## src/rtl/core/hav_pkg.sv

```systemverilog
// hav_pkg: shared types, fixed-point constants and the arctangent table
// for the haversine distance pipeline. No dependencies.

package hav_pkg;

    localparam int CW = 34;
    localparam int SW = 63;
    localparam int SQRT_STEPS = 32;

    typedef logic signed [CW-1:0] t_cw;

    typedef struct packed {
        logic signed [CW-1:0] x;
        logic signed [CW-1:0] y;
        logic signed [CW-1:0] z;
        logic                 flip;
    } t_rot;

    typedef struct packed {
        logic signed [CW-1:0] x;
        logic signed [CW-1:0] y;
        logic signed [CW-1:0] z;
    } t_vec;

    typedef struct packed {
        logic [SW-1:0] n;
        logic [SW-1:0] r;
    } t_sq;

    localparam logic signed [31:0] PI_Q29      = 32'sd1686629713;
    localparam logic signed [31:0] HALF_PI_Q29 = 32'sd843314857;
    localparam logic        [31:0] RAD_SCALE   = 32'd4024455254;
    localparam logic signed [CW-1:0] GAIN_Q30  = 34'sd652032874;
    localparam logic signed [CW-1:0] ONE_Q30   = 34'sd1073741824;
    localparam logic        [29:0] RADIUS_CM   = 30'd637100000;
    localparam logic        [30:0] MAX_CM      = 31'd2001508680;

    function automatic logic [31:0] atan_q30(input int i);
        logic [31:0] v;
        case (i)
            0:  v = 32'd843314856;
            1:  v = 32'd497837829;
            2:  v = 32'd263043836;
            3:  v = 32'd133525158;
            4:  v = 32'd67021686;
            5:  v = 32'd33543515;
            6:  v = 32'd16775850;
            7:  v = 32'd8388437;
            8:  v = 32'd4194282;
            9:  v = 32'd2097149;
            10: v = 32'd1048575;
            11: v = 32'd524287;
            12: v = 32'd262143;
            13: v = 32'd131071;
            14: v = 32'd65535;
            15: v = 32'd32767;
            16: v = 32'd16383;
            17: v = 32'd8191;
            18: v = 32'd4095;
            19: v = 32'd2047;
            20: v = 32'd1023;
            21: v = 32'd511;
            22: v = 32'd255;
            23: v = 32'd127;
            24: v = 32'd63;
            25: v = 32'd31;
            26: v = 32'd15;
            27: v = 32'd7;
            28: v = 32'd3;
            29: v = 32'd1;
            default: v = 32'd0;
        endcase
        return v;
    endfunction

endpackage

```

## src/rtl/core/hav_sqrt_cell.sv

```systemverilog
// hav_sqrt_cell: one registered digit of the shift-and-subtract square root.
// Depends on hav_pkg.

module hav_sqrt_cell #(
    parameter int STEP = 0
) (
    input  logic         i_clk,
    input  logic         i_en,
    input  hav_pkg::t_sq i_d,
    output hav_pkg::t_sq o_d
);

    localparam logic [hav_pkg::SW-1:0] BIT =
        {{(hav_pkg::SW-1){1'b0}}, 1'b1} << (2 * (hav_pkg::SQRT_STEPS - 1 - STEP));

    hav_pkg::t_sq r_d;
    hav_pkg::t_sq n_d;
    logic [hav_pkg::SW-1:0] trial;

    always_comb begin
        trial = i_d.r + BIT;
        if (i_d.n >= trial) begin
            n_d.n = i_d.n - trial;
            n_d.r = (i_d.r >> 1) + BIT;
        end else begin
            n_d.n = i_d.n;
            n_d.r = i_d.r >> 1;
        end
    end

    always_ff @(posedge i_clk) begin
        if (i_en) begin
            r_d <= n_d;
        end
    end

    assign o_d = r_d;

endmodule

```

## config.mk

```make
export PLATFORM = sky130hd
export DESIGN_NAME = hav_sqrt_cell
export DESIGN_NICKNAME = d
export VERILOG_FILES = /design/src/rtl/core/hav_pkg.sv /design/src/rtl/core/hav_sqrt_cell.sv
export SDC_FILE = /design/constraint.sdc
export NUM_CORES = 1
export LEC_CHECK = 0
export ABC_AREA = 1
export BUFFER_PORTS_ARGS = -buffer_cell sky130_fd_sc_hd__buf_2
export CORE_MARGIN = 4
export CORE_UTILIZATION = 35
export DETAILED_ROUTE_END_ITERATION = 10
export GPL_TIMING_DRIVEN = 0
export SLEW_MARGIN = 20
export SYNTH_ARGS = -nofsm -noshare
export SYNTH_HDL_FRONTEND = slang
export SYNTH_SLANG_ARGS = --single-unit
export TNS_END_PERCENT = 5
```

## constraint.sdc

```tcl
create_clock -name i_clk -period 2.9 [get_ports i_clk]
set_clock_uncertainty 0.15 [all_clocks]
set_input_delay 0.58 -clock i_clk [delete_from_list [all_inputs] [get_ports i_clk]]
set_output_delay 0.58 -clock i_clk [all_outputs]
set_load 0.03 [all_outputs]
```

==> metrics.cfg <==
[status]
status=completed

[floorplan]
start_util_pct=35.7
io_pins=254
dieArea_um2=34400
die_w_um=185
die_y_um=185
core-area_um2=30800
row_count=64

[placed_design]
placed_cell_area_um2=12800
io_buffers=253
gp_congestion=0.937
dp_hpwl_um=33000
place_inst=2344
dp_slack_ns=-0.583

[routing]
drt_iter0_drc=763
wirelength_um=39000
viasPerCell=4.61
drcViolationCount=0
vias=10967
dr.pass1.iters=6
detail-route-antenna-nets=0
wl_per_cell_um=16.4

[pwr]
combPwrFrac_pct=34.3
pwr-share-seq_pct=33.4
power_density_nw_per_um2=512
p_int_mw=4.38
clkPwrFrac_pct=32.2
power.total_mw=6.90
p_leak_nw=7.77
vdd_ir_drop_max_mv=0.370
p_sw_mw=2.52
swShare_pct=36.5

[final_layout]
post-route-util_pct=43.7
num_antenna_cells=0
layout.cells.non_filler=2377
area_delta_synth_final_pct=22.4
nNetsFinal=2161
layout-drive-gt1-share_pct=18.4
largest_reg_flops=126
final_area_um2=13500
seq_area_um2=3780
multi_input_area_um2=5650
n_fill_cell=3317

[min_path]
hold_class=in2reg
worstHoldStart=i_d[3]
min_to=o_d[2]$_DFFE_PP_
min_path_cells=1

[yosys]
netlist_area_um2=11000
yosysWarnings=0
ys_ff_latch=126
synth_nets=1887
synth_cell_types=31
yosys.area.top_type=edfxtp_1
netlist_instances=1694
seq_area_frac_synth_pct=34.3
synth_top_area_share_pct=34.3
synth.area.top_cells=edfxtp_1 (34%), nand2_1 (23%), inv_1 (13%), ha_1 (7.3%), nand3_1 (6.3%)
syn_avg_cell_area_um2=6.51

[cts]
cts_tree=yes
path_clk_slew_ns=0.06
cts_root_buf=clkbuf_16
hold_buffers=0
numCtsBuffers=17
htree_levels=4
clock-sinks=126
cts_buffer_depth=2

[global_route]
grt_pass1_vias=10570
grt_start_max_net_pins=67
antenna_found_initial=0
grt_pass1_wl_um=59100
grt_usage_pct=22.8
grt_remaining_overflow=0

[timing]
fmax_mhz=362
slew_headroom_pct=59.9
worstMarginPinSlew_ns=0.601
fin_crit_sh_pct=95.2
grt_setup_unrepaired=no
final-setup-viol-count=0
post-route-min-period_ns=2.76
worst_slack_ns=0.138
maxSlewViolCount=0
hold_viol=0

[critical_path]
slowest_delay_ns=0.42
worst_ep_required_time_ns=2.93
critical-path-slowest-cell=ha_1
cp_cell_sequence=buf_2 -> inv_1 -> ha_1 -> nand2_1 -> nor2_1 -> nand2_1 -> inv_1 -> nand2_1 -> nand2_1 -> inv_1 -> nand3_1 -> nand2_4 -> buf_2 -> nand3_1 -> nand2_1
start_kind=input pin
path_class=in2reg
cp_top_family=simple AND/OR/NAND/NOR gates
arrival_ns=2.79
crit_buf_inv=5
cp_max_fo=10
crit_path_frequent_cell=nand2_1
crit_path_start=i_d[43]
endpoint_kind=flip-flop

[run]
maxCapViolations=0

==> cell usage after synthesis <==
cell type,n
a21oi_1,37
a21oi_2,1
and2_0,1
and2_1,4
and3_1,2
buf_12,2
buf_2,13
buf_6,4
edfxtp_1,126
fa_1,1
ha_1,64
inv_1,392
inv_2,4
nand2_1,686
nand2_2,13
nand3_1,138
nand3_2,19
nand3b_1,2
nand4_1,17
nor2_1,102
nor2_2,10
nor2_4,3
nor3_1,11
nor3_2,2
nor4_1,3
nor4_2,1
o21ai_0,2
o21ai_1,1
o21bai_1,1
or2_2,2
xor2_1,30
==> repair_timing <==
item / in CTS / in global routing
hold endpoints to repair: 0 / 0
buffers inserted: 0 / 1
endpoints found under the setup margin: 44 / 53
resized for setup: 1 / 15
==> metal layers <==
metal	vias up	wire length [um]	global-route usage, %
met5	-	0	0
met4	0	930	7.40
met3	43	2500	3.93
met2	313	16900	35.2
met1	4877	18700	32.5
li1	5734	-	-
==> kinds of logic (layout without fill, tap and decap cells) <==
| family | after synthesis | after routing | share of synthesized area (%) |
|---|---|---|---|
| XOR/XNOR | 30 | 30 | 2.38 |
| flip-flops | 126 | 126 | 34.3 |
| AO/OA/AOI/OAI | 42 | 42 | 1.96 |
| buffers and inverters | 415 | 702 | 14.9 |
| AND/OR/NAND/NOR | 1016 | 1016 | 39.0 |
| adder cells (fa/ha/maj) | 65 | 65 | 7.45 |
==> power by group through the flow <==
| stage | sequential [mW] | combinational (mW) | clock [mW] |
|---|---|---|---|
| 5_1_grt | 2.33 | 2.62 | 2.36 |
| 4_1_cts | 2.31 | 2.36 | 2.28 |
| 2_1_floorplan | 2.78 | 1.13 | 0 |
| 3_5_place_dp | 2.34 | 2.35 | 0 |
| 6_report | 2.31 | 2.37 | 2.22 |
| 3_3_place_gp | 2.35 | 2.34 | 0 |
==> worst max path at each step <==
| stage | depth (start not counted) | endpoint | slack (ns) |
|---|---|---|---|
| floorplan | 16 | o_d[90]$_DFFE_PP_ | 0.38 |
| global placement | 13 | o_d[107]$_DFFE_PP_ | -0.56 |
| detailed placement | 13 | o_d[107]$_DFFE_PP_ | -0.58 |
| CTS | 12 | o_d[123]$_DFFE_PP_ | 0.03 |
| global route | 13 | o_d[107]$_DFFE_PP_ | 0.002 |
| finish | 15 | o_d[107]$_DFFE_PP_ | 0.14 |
==> cell usage in the layout, fill, tap and decap left out, types with 3 or more instances in the layout <==
master,synthesis,layout
nand2_1,686,684
inv_1,392,392
buf_2,13,262
nand3_1,138,138
edfxtp_1,126,126
nor2_1,102,98
ha_1,64,64
a21oi_1,37,36
xor2_1,30,30
nand3_2,19,19
nand4_1,17,17
clkbuf_16,0,17
nand2_2,13,14
nor2_2,10,12
nor3_1,11,10
nor2_4,3,5
buf_6,4,5
inv_2,4,4
and2_1,4,4
bufinv_16,0,4
clkinv_1,0,4
nor3_2,2,3
clkbuf_4,0,3
clkinv_2,0,3
==> metrics by stage <==
stage               hold WS (ns)  TNS [ns]
finish                     0.169         0
global route               0.151         0
CTS                        0.140         0
global placement           0.623    -68.26
detailed placement         0.622    -30.11
floorplan                  0.529         0
==> final cells by class <==
class,count,area share [%]
multi-input cells,1153,41.9
flip-flops and latches,126,28.1
inverters,396,11.0
repair buffers,255,9.69
well taps,396,3.67
clock buffers,18,3.18
clock inverters,14,1.29
plain buffers,19,1.17
(Power assumes the default switching activity.)
