--- src/rtl/core/hav_pkg.sv ---
// hav_pkg: shared types, fixed-point constants and the arctangent table
// for the haversine distance pipeline. No dependencies.

package hav_pkg;

    localparam int CW = 34;
    localparam int SW = 63;
    localparam int SQRT_STEPS = 32;

    typedef logic signed [CW-1:0] t_cw;

    typedef struct packed {
        logic signed [CW-1:0] x;
        logic signed [CW-1:0] y;
        logic signed [CW-1:0] z;
        logic                 flip;
    } t_rot;

    typedef struct packed {
        logic signed [CW-1:0] x;
        logic signed [CW-1:0] y;
        logic signed [CW-1:0] z;
    } t_vec;

    typedef struct packed {
        logic [SW-1:0] n;
        logic [SW-1:0] r;
    } t_sq;

    localparam logic signed [31:0] PI_Q29      = 32'sd1686629713;
    localparam logic signed [31:0] HALF_PI_Q29 = 32'sd843314857;
    localparam logic        [31:0] RAD_SCALE   = 32'd4024455254;
    localparam logic signed [CW-1:0] GAIN_Q30  = 34'sd652032874;
    localparam logic signed [CW-1:0] ONE_Q30   = 34'sd1073741824;
    localparam logic        [29:0] RADIUS_CM   = 30'd637100000;
    localparam logic        [30:0] MAX_CM      = 31'd2001508680;

    function automatic logic [31:0] atan_q30(input int i);
        logic [31:0] v;
        case (i)
            0:  v = 32'd843314856;
            1:  v = 32'd497837829;
            2:  v = 32'd263043836;
            3:  v = 32'd133525158;
            4:  v = 32'd67021686;
            5:  v = 32'd33543515;
            6:  v = 32'd16775850;
            7:  v = 32'd8388437;
            8:  v = 32'd4194282;
            9:  v = 32'd2097149;
            10: v = 32'd1048575;
            11: v = 32'd524287;
            12: v = 32'd262143;
            13: v = 32'd131071;
            14: v = 32'd65535;
            15: v = 32'd32767;
            16: v = 32'd16383;
            17: v = 32'd8191;
            18: v = 32'd4095;
            19: v = 32'd2047;
            20: v = 32'd1023;
            21: v = 32'd511;
            22: v = 32'd255;
            23: v = 32'd127;
            24: v = 32'd63;
            25: v = 32'd31;
            26: v = 32'd15;
            27: v = 32'd7;
            28: v = 32'd3;
            29: v = 32'd1;
            default: v = 32'd0;
        endcase
        return v;
    endfunction

endpackage

--- src/rtl/core/hav_vec_cell.sv ---
// hav_vec_cell: one registered CORDIC vectoring step (arctangent).
// Depends on hav_pkg.

module hav_vec_cell #(
    parameter int STEP = 0
) (
    input  logic          i_clk,
    input  logic          i_en,
    input  hav_pkg::t_vec i_d,
    output hav_pkg::t_vec o_d
);

    localparam logic signed [hav_pkg::CW-1:0] ATAN =
        (hav_pkg::CW)'(hav_pkg::atan_q30(STEP));

    hav_pkg::t_vec r_d;
    hav_pkg::t_vec n_d;
    logic signed [hav_pkg::CW-1:0] dx;
    logic signed [hav_pkg::CW-1:0] dy;

    always_comb begin
        dx = i_d.y >>> STEP;
        dy = i_d.x >>> STEP;
        if (!i_d.y[hav_pkg::CW-1]) begin
            n_d.x = i_d.x + dx;
            n_d.y = i_d.y - dy;
            n_d.z = i_d.z + ATAN;
        end else begin
            n_d.x = i_d.x - dx;
            n_d.y = i_d.y + dy;
            n_d.z = i_d.z - ATAN;
        end
    end

    always_ff @(posedge i_clk) begin
        if (i_en) begin
            r_d <= n_d;
        end
    end

    assign o_d = r_d;

endmodule
--- config.mk ---
export PLATFORM = sky130hd
export DESIGN_NAME = hav_vec_cell
export DESIGN_NICKNAME = d
export VERILOG_FILES = /design/src/rtl/core/hav_pkg.sv /design/src/rtl/core/hav_vec_cell.sv
export SDC_FILE = /design/constraint.sdc
export NUM_CORES = 1
export LEC_CHECK = 0
export ABC_AREA = 1
export BUFFER_PORTS_ARGS = -buffer_cell sky130_fd_sc_hd__clkbuf_2
export CORE_ASPECT_RATIO = 0.8
export CORE_MARGIN = 1
export CORE_UTILIZATION = 25
export CTS_CLUSTER_SIZE = 25
export DETAILED_ROUTE_END_ITERATION = 8
export GPL_TIMING_DRIVEN = 0
export SYNTH_ARGS = -nofsm -noshare
export SYNTH_HDL_FRONTEND = slang
export SYNTH_SLANG_ARGS = --single-unit
--- constraint.sdc ---
create_clock -name i_clk -period 2.6 [get_ports i_clk]
set_input_delay 0.52 -clock i_clk [delete_from_list [all_inputs] [get_ports i_clk]]
set_output_delay 0.52 -clock i_clk [all_outputs]
set_load 0.005 [all_outputs]
==> results of run 1 <==
[logic make-up (layout without fill, tap and decap cells)]
group | Yosys count | in the layout | synth area share
AOI/OAI and AO/OA | 346 | 346 | 0.160
xor gates and xnor gates | 47 | 47 | 0.0340
adders and majority gates | 133 | 133 | 0.140
buffers and inverters | 297 | 519 | 0.103
DFF | 101 | 101 | 0.251
muxes | 3 | 3 | 0.00248
and+or+nand+nor | 888 | 888 | 0.310
[cell type report]
| type | instances | area share |
|---|---|---|
| Timing Repair Buffer | 207 | 0.0740 |
| Clock inverter | 7 | 0.00332 |
| Tap cell | 620 | 0.0542 |
| Inverter | 252 | 0.0666 |
| Sequential cell | 101 | 0.212 |
| Buffer | 44 | 0.0207 |
| Clock buffer | 9 | 0.0157 |
| Multi-Input combinational cell | 1417 | 0.554 |
[where the power goes]
group | switching, W | internal, W
registers | 0.0000678 | 0.00211
clock network | 0.000681 | 0.000654
logic | 0.00194 | 0.000967
total | 0.00269 | 0.00373
[worst paths after layout]
path,from,slack (ns),cells past startpoint,endpoint
worst min-delay path,i_d[0],0.31,1,o_d[0]$_DFFE_PP_
worst max-delay path,i_d[52],0.08,11,o_d[95]$_DFFE_PP_
[per-stage QoR]
stage	instances	setup TNS, ns
floorplan	1815	0
global placement	2640	-67.77
detailed placement	2640	-35.79
CTS	2658	0
global route	2657	-0.00672
finish	2657	0
[cell usage after synthesis, types with 4 or more instances]
master / instances
nand2_1: 486
inv_1: 244
nor2_1: 163
a21oi_1: 157
nand3_1: 151
ha_1: 129
edfxtp_1: 101
o21ai_0: 97
xor2_1: 41
nor3_1: 26
buf_4: 20
nand4_1: 16
o21ai_1: 16
o21bai_1: 16
nor2_2: 15
buf_2: 14
a21o_1: 13
nand2_2: 10
o21ai_2: 8
a31oi_1: 7
o22ai_1: 7
a21oi_2: 6
inv_2: 6
o211ai_1: 6
o21a_1: 6
xnor2_1: 6
buf_6: 4
clkbuf_1: 4
fa_1: 4
[what timing repair did]
| item | in CTS | in global routing |
|---|---|---|
| setup buffers | 2 | 0 |
| gates resized for setup | 18 | 21 |
| pin swaps | 2 | 0 |
| endpoints found under the setup margin | 26 | 39 |
[layer usage]
metal | GRT usage | routed length, um
met1 | 0.272 | 22900
met2 | 0.317 | 21300
met3 | 0.0449 | 3990
met4 | 0.0482 | 976
met5 | 0 | 0
==> results.md, run 1 <==
* Layout cells sized above 1 at 0.168
* Port bufs at between 200 and 250
* Unrepaired setup endpoints after global routing: true
* Area share of the largest cell type after synthesis at 0.251
* Syn-to-layout area delta at 18.4%
* Crit share post-route at 0.969
* Worst IR drop on VDD at between 400 and 500 uV
* Number of flops mapped to enable cells by yosys at a little over 100
* CTS Buf Count at 9
* GR Overflow Total at 0
* Status: complete, no violations
* Pins Over Slew Limit at 0
* Worst path slowest cell: a21oi_1
* Yosys warnings at 0
* Crit. End Element: register
* Post-synthesis net count at a little over 2000
* Placer Congestion at about 0.96
* Clock transition at path regs at 0.08 ns
* Family with the most delay on the worst path: compound AO/OA/AOI/OAI gates
* CTS tree: built
* CTS sink count at 101
* Syn Inst Count at ~1800
* Vias in the first global route at 12797
* Area contributors post-synth: edfxtp_1, nand2_1, ha_1, inv_1, a21oi_1
* Max-Cap Viols at 0
* Part of the Yosys area used for sequential elements at 0.251
* P_leak at ~7.0 nW
* Avg Inst Size Synth at about 6.7 um2
* Via count at 12963
* Die Ht at about 200 um
* HPWL Detailed at 41700 um
* WP buf/inv at 3
* Hold Crit Class: input pin to register
* FFs w/ async S/R, synth at 0
* Core Util, Final at 0.302
* Core ar. at 47300 um2
* Max-Slew Margin vs Limit at 0.379
* Worst-Margin Slew at slightly above 0.9 ns
* DRC at 0
* Initial core utilization at 0.255
* Area of the die at 49300 um2
* Num ports at between 200 and 250
* Distinct cells, synth at 48
* Initial antenna violation count at 0
* Min cycle time layout at between 2 and 3 ns
* H-tree depth at 3
* Top FF cell, synth: edfxtp_1
* Clock buffer depth at 2
* Antenna Cells at 0
* Setup WS pre-CTS at -1.24 ns
* Wirelength per Cell at between 15 and 20 um
* Final worst slack at 0.0794 ns
* Hold-fix buffers, CTS at 0
* Yosys reg bits at about 100
* Crit path largest cell delay at 0.42 ns
* Leading area contributor after synthesis: edfxtp_1
* Vias per cell at 4.88
* DR iter-0 viols at between 1000 and 1500
* Cell Area, Placed at ~14000 um2
* Worst EP required at roughly 2.8 ns
* Setup Crit Path Kind: input pin to register
* First-pass GRT wire length at around 73000 um
* Fillers at 5240
* Max reg flops at ~100
* Die width at 248 um
* DR pass1 iterations at 6
* FMAX at roughly 400 MHz
* Pwr dens at approximately 450 nW/um2
* Startpoint types: input pin
* Setup-failing EPs final at 0
* Crit-path max FO at 10
* Fin. Hold Viols at 0
* Drt total wl at between 40000 and 50000 um
* Largest net degree at the start of global routing at between 100 and 150
* Number of core rows at slightly above 70
* Final Total Pwr at between 0.006 and 0.007 W
* Cell Chain, Critical Path: clkbuf_2 > inv_1 > ha_1 > buf_4 > a21oi_1 > o21ai_0 > a21o_1 > a21oi_1 > nand3_1 > nand3_1 > nand2_1
* Commonest non-fill, non-tap cell in the layout: nand2_1
* GR Util All Layers at 0.200
* Multi-input gate area at just under 8000 um2
* Most frequent cells in the layout: nand2_1, inv_1, clkbuf_2
* Critical path arrival at ~2.7 ns
* Reg area at roughly 3000 um2
* Nets at 2269
* Synthesized cell area at roughly 12000 um2
* Clock root cell: clkbuf_16
* Post-route ant nets at 0
* Hold Slack at around 0.31 ns
* Design Area, Final at between 10000 and 15000 um2
No activity file was read; power rests on OpenSTA's default activity.
==> run 2, diff against run 1 <==
==> constraint.sdc (replaced) <==
create_clock -name i_clk -period 2.05 [get_ports i_clk]
set_input_delay 0.41 -clock i_clk [delete_from_list [all_inputs] [get_ports i_clk]]
set_output_delay 0.41 -clock i_clk [all_outputs]
set_load 0.005 [all_outputs]
==> run 2 against run 1 <==
Net effect: the run now ends with setup timing left; utilization rose by 5.3 points; sequential power rose by 27%; setup slack got worse by 0.087 ns; via count rose by 4.4%; routed wire length rose by 5.5%; critical endpoint is now o_d[62]$_DFFE_PP_; largest cell class unchanged.
==> results.md, run 2 (same netlist as run 1, synthesis figures left out) <==
* Max-Slew Margin vs Limit at 0.366 (-0.0139)
* Worst EP required at 2.21 ns (-0.54 ns)
* Crit-path max FO at 8 (-2)
* Placed insts at 2640 (unchanged)
* Setup Crit Path Kind: input pin to register
* Area of the die at 49300 um2 (unchanged)
* Initial core utilization at 0.255 (unchanged)
* Die Ht at 199 um (unchanged)
* First-pass GRT wire length at 73600 um (+0.74%)
* Unrepaired setup endpoints after global routing: true
* Cell Chain, Critical Path: clkbuf_2 > inv_1 > ha_1 > buf_6 > clkinvlp_4 > a21oi_4 > o21ai_1 > a21oi_2 > nor2_1 > nor2_2 > nand3_1 > nand3_2 > nand2_1
* Psw at 0.00401 W (+49%)
* Startpoint types: input pin
* Clock buffer depth at 2 (unchanged)
* FMAX at 486 MHz
* Max reg flops at 101 (unchanged)
* Number of core rows at 71 (unchanged)
* DRC at 0 (unchanged)
* Die width at 248 um (unchanged)
* Critical path arrival at 2.22 ns (-0.45 ns)
* Commonest non-fill, non-tap cell in the layout: nand2_1
* Vias in the first global route at 12629 (-1.3%)
* Failing checks: setup timing
* Share of power burned in registers at 0.295 (-0.044)
* Family with the most delay on the worst path: simple AND/OR/NAND/NOR gates
* Layout cells sized above 1 at 0.352 (+0.184)
* Crit share post-route at 1.00
* Placer Congestion at 0.991 (+3.2%)
* GR Util All Layers at 0.202 (+0.00208)
* Wirelength per Cell at 19.1 um (+3.3%)
* Worst-Margin Slew at 0.952 ns (+0.0208 ns)
* Sw frac at 0.428 (+0.00933)
* P_leak at 7.67 nW (+9.1%)
* Core Util, Final at 0.356 (+0.0533)
* Initial antenna violation count at 2 (+2)
* Design Area, Final at 16800 um2 (+18%)
* Num ports at 206 (unchanged)
* Worst IR drop on VDD at 499 uV (+4.2%)
* CTS tree: built
* Cell internal pwr at 0.00536 W (+44%)
* DR pass1 iterations at 6 (unchanged)
* Pins Over Slew Limit at 0 (unchanged)
* Clock root cell: clkbuf_16
* Max-Cap Viols at 0 (unchanged)
* Min cycle time layout at 2.06 ns
* Pwr dens at 556 nW/um2 (+24%)
* Drt total wl at 51900 um (+5.5%)
* Final non-filler cell total at 2715 (+2.2%)
* CTS Buf Count at 9 (unchanged)
* H-tree depth at 3 (unchanged)
* WP buf/inv at 4 (+1)
* Setup-failing EPs final at 2 (+2)
* Via count at 13530 (+4.4%)
* Largest net degree at the start of global routing at 102 (unchanged)
* Status: finished with violations
* Clk network pwr share at 0.207 (about the same)
* Fin. Hold Viols at 0 (unchanged)
* Crit. End Element: register
* Cell Area, Placed at 14100 um2 (+1.1%)
* HPWL Detailed at 41100 um (-1.4%)
* Worst path slowest cell: ha_1
* GR Overflow Total at 0 (unchanged)
* Fillers at 5001 (-4.6%)
* Crit path largest cell delay at 0.28 ns (-0.14 ns)
* Hold Crit Class: input pin to register
* Hold Slack at 0.179 ns (-0.134 ns)
* Core ar. at 47300 um2 (unchanged)
* Syn-to-layout area delta at 39.3%
* Port bufs at 205 (unchanged)
* Hold-fix buffers, CTS at 0 (unchanged)
* Final worst slack at -0.00717 ns (-0.0865 ns)
* Post-route ant nets at 0 (unchanged)
* Clock transition at path regs at 0.07 ns (about the same)
* Most frequent cells in the layout: nand2_1, inv_1, clkbuf_2
* Vias per cell at 4.98 (+2.1%)
* Nets at 2326 (+2.5%)
* DR iter-0 viols at 976 (-14%)
* Combinational power share at 0.498 (+0.045)
* CTS sink count at 101 (unchanged)
run 2: what timing repair did:
| item | in CTS | in global routing |
|---|---|---|
| setup buffers | 17 | 37 |
| endpoints found under the setup margin | 72 | 67 |
| pin swaps | 17 | 89 |
| gates resized for setup | 157 | 387 |
| cloned | 0 | 5 |
run 2: cell type report:
class,count,area [um2],share of cell area
multi-input cells,1417,9710,0.576
flip-flops and latches,101,3030,0.180
repair buffers,262,1520,0.0904
inverters,252,1030,0.0609
well taps,620,776,0.0460
plain buffers,44,458,0.0272
clock buffers,11,233,0.0138
clock inverters,5,63.8,0.00379
repair inverters,2,22.5,0.00134
diodes,1,2.50,0.000149
run 2: routing by layer:
| metal | vias to the layer above | track usage | wire (um) |
|---|---|---|---|
| met2 | 516 | 0.316 | 22800 |
| met3 | 58 | 0.0501 | 4540 |
| met4 | 4 | 0.0359 | 744 |
| met5 | - | 0 | 24 |
| met1 | 6427 | 0.280 | 23800 |
| li1 | 6525 | - | - |
run 2: final timing paths:
| check | start | to | slack (ns) | cells past startpoint |
|---|---|---|---|---|
| min | i_d[1] | o_d[1]$_DFFE_PP_ | 0.18 | 1 |
| max | i_d[51] | o_d[62]$_DFFE_PP_ | -0.007 | 13 |
run 2: power by group through the flow:
stage	Combinational (W)	Clock, W	Sequential [W]
final	0.00466	0.00194	0.00277
after CTS	0.00389	0.00202	0.00278
after detailed placement	0.00360	0	0.00282
after global placement	0.00359	0	0.00281
after floorplan	0.00215	0	0.00284
after global routing	0.00504	0.00208	0.00280
run 2: through the flow:
stage / power, W / setup WS (ns) / setup TNS [ns]
after floorplan: 0.00499 / -0.103 / -0.638
after global placement: 0.00640 / -1.01 / -140.15
after detailed placement: 0.00642 / -1.04 / -53.48
after CTS: 0.00868 / -0.0130 / -0.0221
after global routing: 0.00992 / -0.110 / -1.47
final: 0.00937 / -0.00717 / -0.00834
==> run 3, diff against run 2 <==
--- a/config.mk
+++ b/config.mk
@@ -7,12 +7,15 @@
 export LEC_CHECK = 0
 export ABC_AREA = 1
 export BUFFER_PORTS_ARGS = -buffer_cell sky130_fd_sc_hd__clkbuf_2
+export CELL_PAD_IN_SITES_DETAIL_PLACEMENT = 0
+export CELL_PAD_IN_SITES_GLOBAL_PLACEMENT = 1
 export CORE_ASPECT_RATIO = 0.8
 export CORE_MARGIN = 1
 export CORE_UTILIZATION = 25
 export CTS_CLUSTER_SIZE = 25
 export DETAILED_ROUTE_END_ITERATION = 8
 export GPL_TIMING_DRIVEN = 0
+export PLACE_DENSITY_LB_ADDON = 0.1
 export SYNTH_ARGS = -nofsm -noshare
 export SYNTH_HDL_FRONTEND = slang
 export SYNTH_SLANG_ARGS = --single-unit
==> run 3 against run 2 <==
Net effect: the run now ends clean; critical endpoint is now o_d[65]$_DFFE_PP_; flip-flop and latch count is the same; utilization grew 1.9 points; design area grew 5.2%; sequential share of layout area shrank 0.90 points; critical path depth shrank 1; global-route usage grew 2.2 points; cell count grew 1.6%; combinational power grew 7.7%; power grew 3.3%; maximum frequency grew 0.86%; critical path type unchanged; via count shrank 1.1%.
==> results.md, run 3 (same netlist as run 1, synthesis figures left out) <==
* Worst EP required at 2.22 ns (about the same)
* WP buf/inv at 3 (-1)
* P_leak at 8.02 nW (+4.5%)
* Cell Chain, Critical Path: clkbuf_2 > inv_1 > ha_4 > buf_8 > a21oi_2 > o21ai_1 > a21oi_1 > nand2_2 > nand2_1 > nand3_1 > nand3_1 > nand2_1
* Clock root cell: clkbuf_16
* Initial antenna violation count at 0 (-2)
* Setup-failing EPs final at 0 (-2)
* Antenna Cells at 0 (-1)
* Cell Area, Placed at 14100 um2 (unchanged)
* HPWL Detailed at 45000 um (+9.6%)
* CTS tree: built
* Clock buffer depth at 2 (unchanged)
* Die width at 248 um (unchanged)
* Port bufs at 205 (unchanged)
* Most frequent cells in the layout: nand2_1, inv_1, clkbuf_2
* Nets at 2371 (+1.9%)
* Worst Hold End: o_d[2]$_DFFE_PP_
* Layout cells sized above 1 at 0.406 (+0.0538)
* Syn-to-layout area delta at 46.6%
* GR Overflow Total at 0 (unchanged)
* Min-Delay Path Depth at 1 (unchanged)
* Crit. End Element: register
* Pwr dens at 546 nW/um2 (-1.8%)
* GR Util All Layers at 0.223 (+0.0215)
* DR iter-0 viols at 882 (-9.6%)
* Num ports at 206 (unchanged)
* DR pass1 iterations at 5 (-1)
* Area of the die at 49300 um2 (unchanged)
* Hold path startpoint: i_d[2]
* First-pass GRT wire length at 80100 um (+8.8%)
* Min cycle time layout at 2.04 ns (-0.0175 ns)
* Clock transition at path regs at 0.08 ns (about the same)
* Crit share post-route at 0.995 (-0.00853)
* Critical path arrival at 2.21 ns (about the same)
* FMAX at 490 MHz (+0.86%)
* Wirelength per Cell at 20.3 um (+6.1%)
* Family with the most delay on the worst path: compound AO/OA/AOI/OAI gates
* Hold-fix buffers, CTS at 0 (unchanged)
* Startpoint types: input pin
* Hold Crit Class: input pin to register
* Via count at 13377 (-1.1%)
* Commonest non-fill, non-tap cell in the layout: nand2_1
* Final Total Pwr at 0.00967 W (+3.3%)
* Placer Congestion at 0.880 (-11%)
* Die Ht at 199 um (unchanged)
* Crit path largest cell delay at 0.26 ns (-0.02 ns)
* Pins Over Slew Limit at 0 (unchanged)
* Worst-Margin Slew at 1.17 ns (+0.223 ns)
* Status: complete, no violations
* Setup WS pre-CTS at -1.17 ns (-0.138 ns)
* Post-route ant nets at 0 (unchanged)
* H-tree depth at 3 (unchanged)
* Fillers at 5096 (+1.9%)
* Fin. Hold Viols at 0 (unchanged)
* Vias per cell at 4.85 (-2.7%)
* Worst IR drop on VDD at 483 uV (-3.2%)
* Max reg flops at 101 (unchanged)
* Vias in the first global route at 13161 (+4.2%)
* CTS Buf Count at 9 (unchanged)
* Largest net degree at the start of global routing at 102 (unchanged)
* Critical path depth at 12 (-1)
* Number of core rows at 71 (unchanged)
* Max-Slew Margin vs Limit at 0.217 (-0.148)
* Unrepaired setup endpoints after global routing: true
* Setup Crit Path Kind: input pin to register
* CTS sink count at 101 (unchanged)
* Max-Cap Viols at 0 (unchanged)
* Design Area, Final at 17700 um2 (+5.2%)
* Initial core utilization at 0.255 (unchanged)
* Crit-path max FO at 10 (+2)
* Final worst slack at 0.0103 ns (+0.0175 ns)
* DRC at 0 (unchanged)
* Worst path slowest cell: ha_4
* Drt total wl at 55900 um (+7.8%)
* Core ar. at 47300 um2 (unchanged)
[run 3: final cells by class]
class	instances	area (um2)	area share
multi-input cells	1417	10200	0.574
flip-flops and latches	101	3030	0.171
repair buffers	309	1920	0.108
inverters	252	1020	0.0573
well taps	620	776	0.0438
plain buffers	44	505	0.0285
clock buffers	9	225	0.0127
clock inverters	7	65.1	0.00367
[run 3: report_power, final]
group          internal [W]  total, W  switching, W
clock network      0.000854   0.00191       0.00105
logic               0.00192   0.00502       0.00309
registers           0.00267   0.00275     0.0000791
total               0.00545   0.00967       0.00422
[run 3: worst max path at each step]
stage	slack [ns]	end	from
after floorplan	-0.10	o_d[25]$_DFFE_PP_	i_d[67]
after global placement	-1.18	o_d[27]$_DFFE_PP_	i_d[67]
after detailed placement	-1.17	o_d[27]$_DFFE_PP_	i_d[67]
after CTS	-0.03	o_d[24]$_DFFE_PP_	i_d[67]
after global routing	-0.05	o_d[61]$_DFFE_PP_	i_d[60]
final	0.01	o_d[65]$_DFFE_PP_	i_d[42]
[run 3: routing by layer]
| metal | vias to the layer above | global-route usage | part of all wire | routed length (um) |
|---|---|---|---|---|
| li1 | 6611 | - | - | - |
| met1 | 6421 | 0.314 | 0.49 | 27500 |
| met2 | 297 | 0.356 | 0.45 | 25100 |
| met3 | 48 | 0.0353 | 0.043 | 2430 |
| met4 | 0 | 0.0482 | 0.015 | 862 |
| met5 | - | 0 | 0 | 0 |
[run 3: per-stage QoR]
stage / hold slack [ns] / utilization / std cells / TNS, ns
after floorplan: 0.509 / - / 1815 / -0.638
after global placement: 0.588 / 0.297 / 2640 / -146.75
after detailed placement: 0.592 / 0.297 / 2640 / -60.33
after CTS: 0.153 / 0.331 / 2705 / -0.117
after global routing: 0.159 / 0.374 / 2759 / -0.503
final: 0.180 / 0.374 / 2759 / 0
[run 3: repair_timing]
item / CTS / global route
setup buffers: 47 / 50
cloned: 2 / 5
pin swaps: 53 / 122
setup endpoints to repair: 73 / 68
resized for setup: 267 / 411
